### config.mk
export PLATFORM = sky130hd
export DESIGN_NAME = focus_outward_prefetch_index
export DESIGN_NICKNAME = d
export VERILOG_FILES = /design/src/rtl/fopi_pkg.sv /design/src/rtl/fopi_wrap.sv /design/src/rtl/focus_outward_prefetch_index.sv
export SDC_FILE = /design/constraint.sdc
export NUM_CORES = 1
export LEC_CHECK = 0
export ABC_CLOCK_PERIOD_IN_PS = 12450
export BUFFER_PORTS_ARGS = -buffer_cell sky130_fd_sc_hd__buf_2
export CAP_MARGIN = 15
export CORE_ASPECT_RATIO = 0.9
export CORE_MARGIN = 5
export CORE_UTILIZATION = 48
export DETAILED_ROUTE_END_ITERATION = 7
export GPL_ROUTABILITY_DRIVEN = 0
export PLACE_DENSITY = 0.75
export SYNTH_ARGS = -nofsm -noshare
export SYNTH_HDL_FRONTEND = slang
export SYNTH_SLANG_ARGS = --single-unit
### constraint.sdc
create_clock -name clk -period 12.45 [get_ports clk]
set_input_delay 0.6225 -clock clk [delete_from_list [all_inputs] [get_ports clk]]
set_output_delay 0.6225 -clock clk [all_outputs]
set_load 0.01 [all_outputs]
### src/rtl/fopi_pkg.sv
`timescale 1ns / 1ps
package fopi_pkg;

  localparam int IDX_W  = 16;
  localparam int STEP_W = 9;
  localparam int SPAN_W = 8;
  localparam int POS_W  = 18;
  localparam int MAG_W  = 17;
  localparam int MEM_W  = 32;
  localparam int CMD_W  = 2;
  localparam int BITS_W = 5;

  localparam logic [CMD_W-1:0] CMD_RESTART = 2'd0;
  localparam logic [CMD_W-1:0] CMD_NEXT    = 2'd1;
  localparam logic [CMD_W-1:0] CMD_QUERY   = 2'd2;

  localparam logic REG_REAR_SPAN  = 1'b0;
  localparam logic REG_FRONT_SPAN = 1'b1;

  localparam logic [MEM_W-1:0] MEM_LOW_LIMIT  = 32'd31500000;
  localparam logic [MEM_W-1:0] MEM_HIGH_LIMIT = 32'd52500000;
  localparam logic [SPAN_W-1:0] SPAN_TIGHT    = 8'd3;
  localparam logic [SPAN_W-1:0] SPAN_MINIMAL  = 8'd1;

  typedef enum logic [3:0] {
    ST_IDLE,
    ST_PREP,
    ST_POS,
    ST_GO_A,
    ST_WAIT_A,
    ST_GO_B,
    ST_WAIT_B,
    ST_JUDGE,
    ST_EMIT
  } fsm_state_t;

  typedef struct packed {
    logic             start;
    logic [POS_W-1:0] value;
    logic [IDX_W-1:0] modulus;
  } wrap_req_t;

  typedef struct packed {
    logic             done;
    logic [IDX_W-1:0] result;
  } wrap_rsp_t;

endpackage

### src/rtl/fopi_wrap.sv
`timescale 1ns / 1ps
module fopi_wrap
  import fopi_pkg::*;
(
  input  logic      clk,
  input  logic      rst,
  input  wrap_req_t req,
  output wrap_rsp_t rsp
);

  logic              busy;
  logic              fix;
  logic              neg;
  logic [BITS_W-1:0] bit_cnt;
  logic [MAG_W-1:0]  mag;
  logic [IDX_W-1:0]  rem;
  logic [IDX_W-1:0]  modulus;
  logic [IDX_W-1:0]  result;
  logic              done;
  logic [IDX_W:0]    trial;
  logic [POS_W-1:0]  neg_value;
  logic [IDX_W-1:0]  rem_next;

  always_comb begin
    neg_value = -req.value;
    trial     = {rem, mag[MAG_W-1]};
    if (trial >= {1'b0, modulus}) begin
      rem_next = IDX_W'(trial - {1'b0, modulus});
    end else begin
      rem_next = trial[IDX_W-1:0];
    end
  end

  always_ff @(posedge clk) begin
    if (rst) begin
      busy <= 1'b0;
      fix  <= 1'b0;
      done <= 1'b0;
    end else begin
      done <= 1'b0;
      if (req.start) begin
        busy    <= 1'b1;
        fix     <= 1'b0;
        neg     <= req.value[POS_W-1];
        mag     <= req.value[POS_W-1] ? neg_value[MAG_W-1:0] : req.value[MAG_W-1:0];
        modulus <= req.modulus;
        rem     <= '0;
        bit_cnt <= BITS_W'(MAG_W - 1);
      end else if (busy) begin
        rem <= rem_next;
        mag <= {mag[MAG_W-2:0], 1'b0};
        if (bit_cnt == '0) begin
          busy <= 1'b0;
          fix  <= 1'b1;
        end else begin
          bit_cnt <= bit_cnt - 1'b1;
        end
      end else if (fix) begin
        fix  <= 1'b0;
        done <= 1'b1;
        // negative operand folds back from the top of the range
        if (neg && rem != '0) begin
          result <= modulus - rem;
        end else begin
          result <= rem;
        end
      end
    end
  end

  assign rsp.done   = done;
  assign rsp.result = result;

endmodule

### src/rtl/focus_outward_prefetch_index.sv
`timescale 1ns / 1ps
// a next command that fetches runs one modulo pass, a window query that runs both
// bounds runs two; restart and the short-cut cases bypass the modulo unit
// throughput: one beat at a time; the next beat is taken once the result is
// in the output register, set by the 17-step bit-serial modulo unit
// reset (rst, synchronous): walk step, spans and live spans cleared to zero
module focus_outward_prefetch_index
  import fopi_pkg::*;
(
  input  logic        clk,
  input  logic        rst,
  input  logic        cfg_wr_en,
  input  logic        cfg_index,
  input  logic [7:0]  cfg_data,
  input  logic        s_axis_tvalid,
  output logic        s_axis_tready,
  input  logic [79:0] s_axis_tdata,  // list_count, focus_position, free_bytes, probe_index
  input  logic [1:0]  s_axis_tuser,  // command
  output logic        m_axis_tvalid,
  input  logic        m_axis_tready,
  output logic [23:0] m_axis_tdata,  // next_index, in_window, zero fill
  output logic        m_axis_tuser   // found
);

  fsm_state_t state;
  fsm_state_t state_next;

  logic [SPAN_W-1:0] rear_span;
  logic [SPAN_W-1:0] front_span;
  logic [SPAN_W-1:0] live_rear;
  logic [SPAN_W-1:0] live_front;
  logic [STEP_W-1:0] step;

  logic [CMD_W-1:0]  cmd;
  logic [IDX_W-1:0]  cnt;
  logic [IDX_W-1:0]  focus;
  logic [MEM_W-1:0]  free_mem;
  logic [IDX_W-1:0]  probe;

  logic [POS_W-1:0]  op_val;
  logic [IDX_W-1:0]  first;
  logic [IDX_W-1:0]  last;
  logic [IDX_W-1:0]  res_idx;
  logic              res_found;
  logic              res_inwin;

  wrap_req_t wreq;
  wrap_rsp_t wrsp;

  logic              in_beat;
  logic              out_free;
  logic [STEP_W-1:0] sum_span;
  logic              walk_end;
  logic              window_all;
  logic [SPAN_W-1:0] lo;
  logic [STEP_W-1:0] step_inc;
  logic [STEP_W-1:0] off;
  logic [POS_W-1:0]  pos;
  logic              spans_big;
  logic              mem_mid;
  logic              mem_low;
  logic              restore;

  fopi_wrap u_wrap (
    .clk (clk),
    .rst (rst),
    .req (wreq),
    .rsp (wrsp)
  );

  always_comb begin
    in_beat    = s_axis_tvalid && s_axis_tready;
    out_free   = !m_axis_tvalid || m_axis_tready;
    sum_span   = {1'b0, live_front} + {1'b0, live_rear};
    walk_end   = (sum_span < step) || (cnt <= {{(IDX_W-STEP_W){1'b0}}, step});
    window_all = cnt <= {{(IDX_W-STEP_W){1'b0}}, sum_span};
    lo         = (live_front < live_rear) ? live_front : live_rear;
    step_inc   = step + 1'b1;
    off        = step - {1'b0, lo};
    if (step <= {lo, 1'b0}) begin
      if (!step[0]) begin
        pos = {2'b00, focus} - {{(POS_W-SPAN_W){1'b0}}, step_inc[STEP_W-1:1]};
      end else begin
        pos = {2'b00, focus} + {{(POS_W-SPAN_W){1'b0}}, step_inc[STEP_W-1:1]};
      end
    end else if (live_rear < live_front) begin
      pos = {2'b00, focus} + {{(POS_W-STEP_W){1'b0}}, off};
    end else begin
      pos = {2'b00, focus} - {{(POS_W-STEP_W){1'b0}}, off};
    end
    spans_big = (front_span > SPAN_TIGHT) && (rear_span > SPAN_TIGHT);
    mem_mid   = (free_mem < MEM_HIGH_LIMIT) && (free_mem > MEM_LOW_LIMIT);
    mem_low   = free_mem < MEM_LOW_LIMIT;
    restore   = (live_front != front_span) && (live_rear != rear_span);
  end

  // next state
  always_comb begin
    state_next = state;
    case (state)
      ST_IDLE: begin
        if (in_beat) state_next = ST_PREP;
      end
      ST_PREP: begin
        case (cmd)
          CMD_NEXT:  state_next = (cnt == '0) ? ST_EMIT : ST_POS;
          CMD_QUERY: state_next = window_all ? ST_EMIT : ST_GO_A;
          default:   state_next = ST_EMIT;
        endcase
      end
      ST_POS: begin
        state_next = walk_end ? ST_EMIT : ST_GO_A;
      end
      ST_GO_A: begin
        state_next = ST_WAIT_A;
      end
      ST_WAIT_A: begin
        if (wrsp.done) state_next = (cmd == CMD_QUERY) ? ST_GO_B : ST_EMIT;
      end
      ST_GO_B: begin
        state_next = ST_WAIT_B;
      end
      ST_WAIT_B: begin
        if (wrsp.done) state_next = ST_JUDGE;
      end
      ST_JUDGE: begin
        state_next = ST_EMIT;
      end
      ST_EMIT: begin
        if (out_free) state_next = ST_IDLE;
      end
      default: begin
        state_next = ST_IDLE;
      end
    endcase
  end

  // control outputs
  always_comb begin
    s_axis_tready = 1'b0;
    wreq.start    = 1'b0;
    wreq.value    = op_val;
    wreq.modulus  = cnt;
    case (state)
      ST_IDLE: s_axis_tready = 1'b1;
      ST_GO_A: wreq.start    = 1'b1;
      ST_GO_B: wreq.start    = 1'b1;
      default: s_axis_tready = 1'b0;
    endcase
  end

  always_ff @(posedge clk) begin
    if (rst) begin
      state         <= ST_IDLE;
      rear_span     <= '0;
      front_span    <= '0;
      live_rear     <= '0;
      live_front    <= '0;
      step          <= '0;
      m_axis_tvalid <= 1'b0;
    end else begin
      state <= state_next;
      if (m_axis_tvalid && m_axis_tready && state != ST_EMIT) m_axis_tvalid <= 1'b0;

      if (cfg_wr_en) begin
        if (cfg_index == REG_REAR_SPAN) begin
          rear_span <= cfg_data;
          live_rear <= cfg_data;
        end else begin
          front_span <= cfg_data;
          live_front <= cfg_data;
        end
      end

      case (state)
        ST_IDLE: begin
          if (in_beat) begin
            cmd       <= s_axis_tuser;
            cnt       <= s_axis_tdata[15:0];
            focus     <= s_axis_tdata[31:16];
            free_mem  <= s_axis_tdata[63:32];
            probe     <= s_axis_tdata[79:64];
            res_idx   <= '0;
            res_found <= 1'b0;
            res_inwin <= 1'b0;
          end
        end
        ST_PREP: begin
          case (cmd)
            CMD_RESTART: step <= '0;
            CMD_NEXT: begin
              // memory pressure narrows the live spans; otherwise they widen back to the configured spans
              if (cnt != '0 && spans_big) begin
                if (mem_mid) begin
                  live_front <= SPAN_TIGHT;
                  live_rear  <= SPAN_TIGHT;
                end else if (mem_low) begin
                  live_front <= SPAN_MINIMAL;
                  live_rear  <= SPAN_MINIMAL;
                end else if (restore) begin
                  if (front_span > live_front) live_front <= front_span;
                  if (rear_span > live_rear)   live_rear  <= rear_span;
                end
              end
            end
            CMD_QUERY: begin
              if (window_all) begin
                res_inwin <= 1'b1;
              end else begin
                op_val <= {2'b00, focus} - {{(POS_W-SPAN_W){1'b0}}, live_rear};
              end
            end
            default: res_inwin <= 1'b0;
          endcase
        end
        ST_POS: begin
          op_val <= pos;
        end
        ST_WAIT_A: begin
          if (wrsp.done) begin
            if (cmd == CMD_QUERY) begin
              first  <= wrsp.result;
              op_val <= {2'b00, focus} + {{(POS_W-SPAN_W){1'b0}}, live_front};
            end else begin
              res_idx   <= wrsp.result;
              res_found <= 1'b1;
              step      <= step_inc;
            end
          end
        end
        ST_WAIT_B: begin
          if (wrsp.done) last <= wrsp.result;
        end
        ST_JUDGE: begin
          if (first <= last) begin
            res_inwin <= (probe >= first) && (probe <= last);
          end else begin
            res_inwin <= (probe <= last) || (probe >= first);
          end
        end
        ST_EMIT: begin
          if (out_free) begin
            m_axis_tvalid <= 1'b1;
            m_axis_tdata  <= {7'b0, res_inwin, res_idx};
            m_axis_tuser  <= res_found;
          end
        end
        default: begin
          res_found <= res_found;
        end
      endcase
    end
  end

endmodule
==> metrics.cfg, run 1 <==
[yosys]
synth.cell_area_mm2=0.0188
syn-mean-instance-area_um2=9.83
synth_xor_area_share_pct=4.10
synth-adder-area-share_pct=14.6
yosys_warnings=0
synth.yosys.seq_area_share_pct=43.4
synth-simple-area-share_pct=15.3
synth_top_family_by_area=compound AO/OA/AOI/OAI gates
async_flop_share_pct=0
ys_seq_elements=288
synth-edff-count=239
synth_flop_cell=edfxtp_1
synth-compound-area-share_pct=16.6
syn_inst=1913
ys_types=89
muxShareOfSynthArea_pct=1.08

[clocking]
post_cts_buffers=0
clk_path_buf_depth=3
cts_tree=built
clock_latency_ns=0.55
cts_made_buffers=34
cts.repair.resized=0
path_clk_slew_ns=0.06
htreeDepth=2
cts-hold-fix-buffers=0
numClockSinks=288
clockRootBuffer=clkbuf_16

[power]
max-vdd-ir-drop_uv=118
internal-power_uw=1880
power_frac_clock_pct=37.1
finalPower_uw=2640
power.switching_uw=757
pwr-share-comb_pct=20.3
p_seq_share_pct=42.5
switching_share_pct=28.7
p_leak_uw=0.00866
power_density_mw_per_mm2=125

[placed_design]
hpwl_mm=35.2
placed_area_mm2=0.0199
port_buffers=115
place_ws_ns=6.46

[cells_and_area]
multi_input_area_mm2=0.00980
ff_latch_area_mm2=0.00816
fin_util_pct=54.6
layout_commonest_cell=edfxtp_1
mostFrequentLayoutCells=239 x edfxtp_1, 203 x ha_1, 168 x nor2_1
drive_gt1_share_pct=11.3
syn_to_final_growth_pct=11.8
fillers=3344
nets=2328
design_area_mm2=0.0210
antenna_cells=0

[grt]
grt_remaining_overflow=0
antenna_found_initial=3
grt_pass1_wl_mm=73.9
grt_use_total_pct=21.0
grt_max_degree=65
grt_pass1_vias=14300

[timing]
rsz0062_at_grt=false
tightest_slew_ns=1.09
fin_crit_sh_pct=49.0
maxSlewHeadroom_pct=27.2
maxSlewViolCount=0
fin_crit_ns=6.10
tns_ns=0
skew_ns=0.0231
clock.fmax_mhz=164
hold_violations=0
setup_viol=0
setup_ws_ns=6.35

[floorplanning]
die_h_um=198
ios=123
dieArea_mm2=0.0433
coreArea_mm2=0.0385
initial_core_util_pct=48.8
die_w_um=219
num_rows=68

[setup_path]
critical_path_class=reg -> reg
arrival_ns=6.37
critPathLaunchType=flop
cp.required_ns=12.71
critical_path.max_fanout=8
cp-end-kind=flop

[route]
wl_per_cell_um=17.9
drtIter0Drc=1270
vias=14800
ant_nets=0
dr.pass1.iters=6
viasPerCell=5.75
drt_wl_total_mm=45.9
drc=0

[status]
status=complete, no violations

[min_path]
hold_class=in -> reg

[run]
max_cap_viol_count=0

-- cells by family after synthesis --
logic type,count (synthesis)
adder cells (fa/ha/maj),215
flip-flops,288
multiplexers,20
XOR/XNOR,88
AND/OR/NAND/NOR,585
buffers and inverters,232
other,1
AO/OA/AOI/OAI,484
-- state kept, by name, summed over array words and instances (netlist names), 17 cells and up --
name	count
free_mem	32
op_val	18
m_axis_tdata	17
u_wrap.mag	17
-- layer usage --
| layer | GRT usage (%) | part of all wire (%) | vias to the layer above |
|---|---|---|---|
| met4 | 7.40 | 3.5 | 6 |
| li1 | - | - | 7187 |
| met5 | 0 | 0.091 | - |
| met1 | 28.5 | 44 | 6910 |
| met3 | 4.42 | 7.7 | 120 |
| met2 | 33.6 | 45 | 571 |
-- area by class of cell --
cell class / count / share of cell area (%)
multi-input cells: 1399 / 46.6
flip-flops and latches: 288 / 38.8
clock buffers: 45 / 4.44
repair buffers: 132 / 3.34
well taps: 525 / 3.12
inverters: 165 / 2.94
clock inverters: 17 / 0.809
-- worst max-delay path, stage by stage (launching register included) --
cell       delay (ns)
dfxtp_1          0.56
inv_1            0.16
ha_1             0.34
nor2b_1          0.14
o21ai_1          0.21
and4_1           0.37
nor2_1           0.14
o21ai_0          0.28
ha_1             0.21
inv_1            0.07
ha_1             0.20
a31oi_1          0.26
a2111oi_2        0.14
a2111oi_2        0.32
nor3_2           0.10
a21o_1           0.20
a21oi_2          0.18
xnor2_1          0.14
ha_1             0.30
o311ai_0         0.73
o22ai_1          0.22
mux2i_1          0.25
mux2i_1          0.21
o2bb2ai_1        0.09
-- metrics by stage --
step	hold slack [ns]	cells
floorplan	0.400	1919
global placement	0.405	2509
detailed placement	0.412	2509
CTS	0.220	2571
global route	0.220	2571
finish	0.253	2571
-- cells in the mapped netlist (7+ instances only) --
cell | count | area, um^2
o21ai_0 | 104 | 521
a21oi_1 | 146 | 731
nor3_1 | 40 | 200
edfxtp_1 | 239 | 7180
nand4_1 | 22 | 138
o211ai_1 | 12 | 90.1
a211oi_1 | 24 | 180
nand2_1 | 133 | 499
dfxtp_1 | 49 | 981
buf_4 | 7 | 52.6
o21bai_1 | 12 | 90.1
nor2_1 | 169 | 634
o31ai_1 | 11 | 82.6
nor4_1 | 16 | 100
inv_1 | 165 | 619
mux2i_1 | 18 | 180
fa_1 | 9 | 180
o22ai_1 | 11 | 68.8
a31oi_1 | 12 | 75.1
clkbuf_1 | 53 | 199
ha_1 | 203 | 2540
and3_1 | 39 | 244
o21ai_1 | 7 | 35.0
or3_1 | 10 | 62.6
o21a_1 | 25 | 188
xor2_1 | 33 | 289
a21o_1 | 38 | 285
a311oi_1 | 8 | 70.1
and2_1 | 12 | 75.1
xnor2_1 | 55 | 482
nor2b_1 | 31 | 194
or2_2 | 16 | 100
or4_1 | 7 | 52.6
nand3_1 | 38 | 190
nand2b_1 | 26 | 163
-- power by group through the flow --
stage / clock network, uW / logic [uW] / registers, uW
4_1_cts: 1000 / 529 / 1120
3_5_place_dp: 0 / 526 / 1140
6_report: 980 / 537 / 1120
3_3_place_gp: 0 / 509 / 1140
5_1_grt: 1050 / 598 / 1130
2_1_floorplan: 0 / 410 / 1130
-- worst paths after layout --
check	start	end	slack, ns	cells after the start
worst max-delay path	live_front[1]	op_val[11]	6.35	23
worst min-delay path	s_axis_tdata[22]	focus[6]	0.25	1
worst max register to register	live_front[1]	op_val[11]	6.35	23
worst min register to register	res_idx[7]	m_axis_tdata[7]	0.42	0
Power figures use the tool's default switching activity.
==> inputs of run 2 (changes only) <==
--- a/config.mk
+++ b/config.mk
@@ -5,7 +5,7 @@
 export SDC_FILE = /design/constraint.sdc
 export NUM_CORES = 1
 export LEC_CHECK = 0
-export ABC_CLOCK_PERIOD_IN_PS = 12450
+export ABC_CLOCK_PERIOD_IN_PS = 5900
 export BUFFER_PORTS_ARGS = -buffer_cell sky130_fd_sc_hd__buf_2
 export CAP_MARGIN = 15
 export CORE_ASPECT_RATIO = 0.9
==> constraint.sdc (replaced) <==
create_clock -name clk -period 5.9 [get_ports clk]
set_input_delay 0.295 -clock clk [delete_from_list [all_inputs] [get_ports clk]]
set_output_delay 0.295 -clock clk [all_outputs]
set_load 0.01 [all_outputs]
==> metrics.cfg, run 2 (synthesized netlist as in run 1, its figures left out) <==
[floorplanning]
die_w_um=219  ; unchanged
die_h_um=198  ; unchanged
initial_core_util_pct=48.8  ; unchanged
num_rows=68  ; unchanged
dieArea_mm2=0.0433  ; unchanged
ios=123  ; unchanged
coreArea_mm2=0.0385  ; unchanged

[timing]
setup_viol=0  ; unchanged
hold_violations=0  ; unchanged
tns_ns=0  ; unchanged
maxSlewHeadroom_pct=25.7  ; -1.5 points
clock.fmax_mhz=176  ; +7.4%
tightest_slew_ns=1.11  ; +0.0238 ns
fin_crit_sh_pct=96.4  ; +47 points
skew_ns=0.0232  ; +0.000161 ns
fin_crit_ns=5.69  ; -0.418 ns
maxSlewViolCount=0  ; unchanged

[cells_and_area]
drive_gt1_share_pct=11.9  ; +0.58 points
multi_input_area_mm2=0.00988  ; +0.82%
fillers=3198  ; -4.4%
syn_to_final_growth_pct=18.0
ff_latch_area_mm2=0.00816  ; about the same
fin_util_pct=57.6  ; +3.0 points
stdcell_count=2665  ; +3.7%
regMostFlops=free_mem
mostFrequentLayoutCells=239 x edfxtp_1, 201 x ha_1, 167 x nor2_1
layout_commonest_cell=edfxtp_1
top_regs=free_mem: 32 flops, op_val: 18 flops
nets=2424  ; +4.1%
largest_reg_flops=32  ; unchanged
antenna_cells=0  ; unchanged

[power]
power_density_mw_per_mm2=266  ; +110%
p_leak_uw=0.00914  ; +5.5%
p_seq_share_pct=40.1  ; -2.4 points
max-vdd-ir-drop_uv=270  ; +130%
pwr-share-comb_pct=20.9  ; +0.6 points
power_frac_clock_pct=38.9  ; +1.8 points
power.switching_uw=1680  ; +120%
switching_share_pct=28.4  ; -0.24 points
internal-power_uw=4220  ; +120%

[setup_path]
critical_path.max_fanout=6  ; -2
critical_path_class=reg -> reg
arrival_ns=5.99  ; -0.38 ns
cp.required_ns=6.21  ; -6.50 ns
cp-end-kind=flop
critPathLaunchType=flop

[route]
wl_per_cell_um=18.1  ; +1.2%
ant_nets=0  ; unchanged
drtIter0Drc=1341  ; +5.6%
drt_wl_total_mm=48.2  ; +4.9%
vias=15300  ; +3.2%
drc=0  ; unchanged
viasPerCell=5.73  ; -0.44%
dr.pass1.iters=6  ; unchanged

[clocking]
cts_tree=built
htreeDepth=2  ; unchanged
clk_path_buf_depth=3  ; unchanged
clock_latency_ns=0.57  ; +0.02 ns
numClockSinks=288  ; unchanged
cts_made_buffers=34  ; unchanged
path_clk_slew_ns=0.07  ; about the same
clockRootBuffer=clkbuf_16

[placed_design]
place_inst=2518  ; +0.36%
hpwl_mm=35.2  ; about the same
port_buffers=115  ; unchanged

[grt]
grt_remaining_overflow=0  ; unchanged
grt_pass1_wl_mm=76.5  ; +3.5%
grt_pass1_vias=15000  ; +4.9%
antenna_found_initial=1  ; -2
grt_use_total_pct=21.8  ; +0.76 points
grt_max_degree=65  ; unchanged

[status]
status=complete, no violations

[min_path]
hold_class=in -> reg

[run]
max_cap_viol_count=0  ; unchanged

==> run 2: cell count changes in the layout (fill, tap and decap cells not counted), moves of 2 or more <==
cell	change
a2111oi_2	-2
a2111oi_4	+2
buf_4	+13
bufinv_16	+4
clkbuf_1	-5
clkinv_1	+3
clkinv_16	+2
clkinv_2	-5
clkinvlp_4	+2
dlygate4sd3_1	+82
ha_1	-2
ha_2	+2
inv_6	-3
==> run 2: layout make-up <==
type | instances | share of cell area, %
clock buffers | 40 | 4.12
clock inverters | 20 | 1.47
inverters | 165 | 2.79
multi-input cells | 1399 | 44.5
flip-flops and latches | 288 | 36.8
well taps | 525 | 2.96
repair buffers | 228 | 7.39
==> run 2: worst max-delay path, stage by stage, from the launching register on <==
cell and delay [ns]:
dfxtp_1 0.42, inv_1 0.11, ha_1 0.31, buf_4 0.17
a221o_1 0.43, o21ai_4 0.28, nor2_2 0.11, nand2_1 0.09
o21ai_2 0.07, ha_1 0.18, inv_1 0.09, ha_2 0.23
a311oi_2 0.06, a2111oi_4 0.46, a2111oi_4 0.08, nor3_2 0.21
a21o_1 0.17, a21oi_2 0.07, xnor2_1 0.14, ha_1 0.35
inv_1 0.10, o41ai_2 0.35, nand2_1 0.16, o32ai_1 0.29
mux2i_1 0.13, a311o_1 0.37
==> run 2: final timing paths <==
path / start / end / slack [ns] / cells after the start
min: cfg_data[0] / rear_span[0] / 0.03 / 3
max reg2reg: live_front[7] / op_val[15] / 0.21 / 25
max: live_front[7] / op_val[15] / 0.21 / 25
min reg2reg: res_idx[9] / m_axis_tdata[9] / 0.41 / 0
==> run 2: power by group through the flow <==
| stage | logic (uW) | clock network [uW] | registers, uW |
|---|---|---|---|
| after floorplan | 866 | 0 | 2380 |
| after global placement | 1090 | 0 | 2400 |
| after detailed placement | 1120 | 0 | 2410 |
| after CTS | 1170 | 2340 | 2360 |
| after global routing | 1360 | 2420 | 2370 |
| final | 1230 | 2300 | 2370 |
==> run 2: repair_timing <==
item	in CTS	in global routing
resized for setup	2	12
buffers inserted	0	5
endpoints found under the hold margin	82	0
endpoints found under the setup margin	1	6
pin swaps	0	5
hold buffers	82	0
==> run 2: layer usage <==
layer / track usage [%] / vias to the layer above / routed length (um)
li1: - / 7370 / -
met3: 4.08 / 120 / 3320
met4: 9.51 / 2 / 2020
met1: 29.1 / 7199 / 21200
met5: 0 / - / 13
met2: 34.8 / 577 / 21700
==> run 2: per-stage QoR <==
step                area (um^2)  worst slack [ns]  hold slack, ns  power (uW)
floorplan                 18800             0.549           0.394        3240
global placement          20000             0.264           0.405        3490
detailed placement        20000          -0.00364           0.405        3530
CTS                       22100            0.0725         0.00629        5870
global route              22200           -0.0192          0.0258        6150
finish                    22200             0.215          0.0262        5900
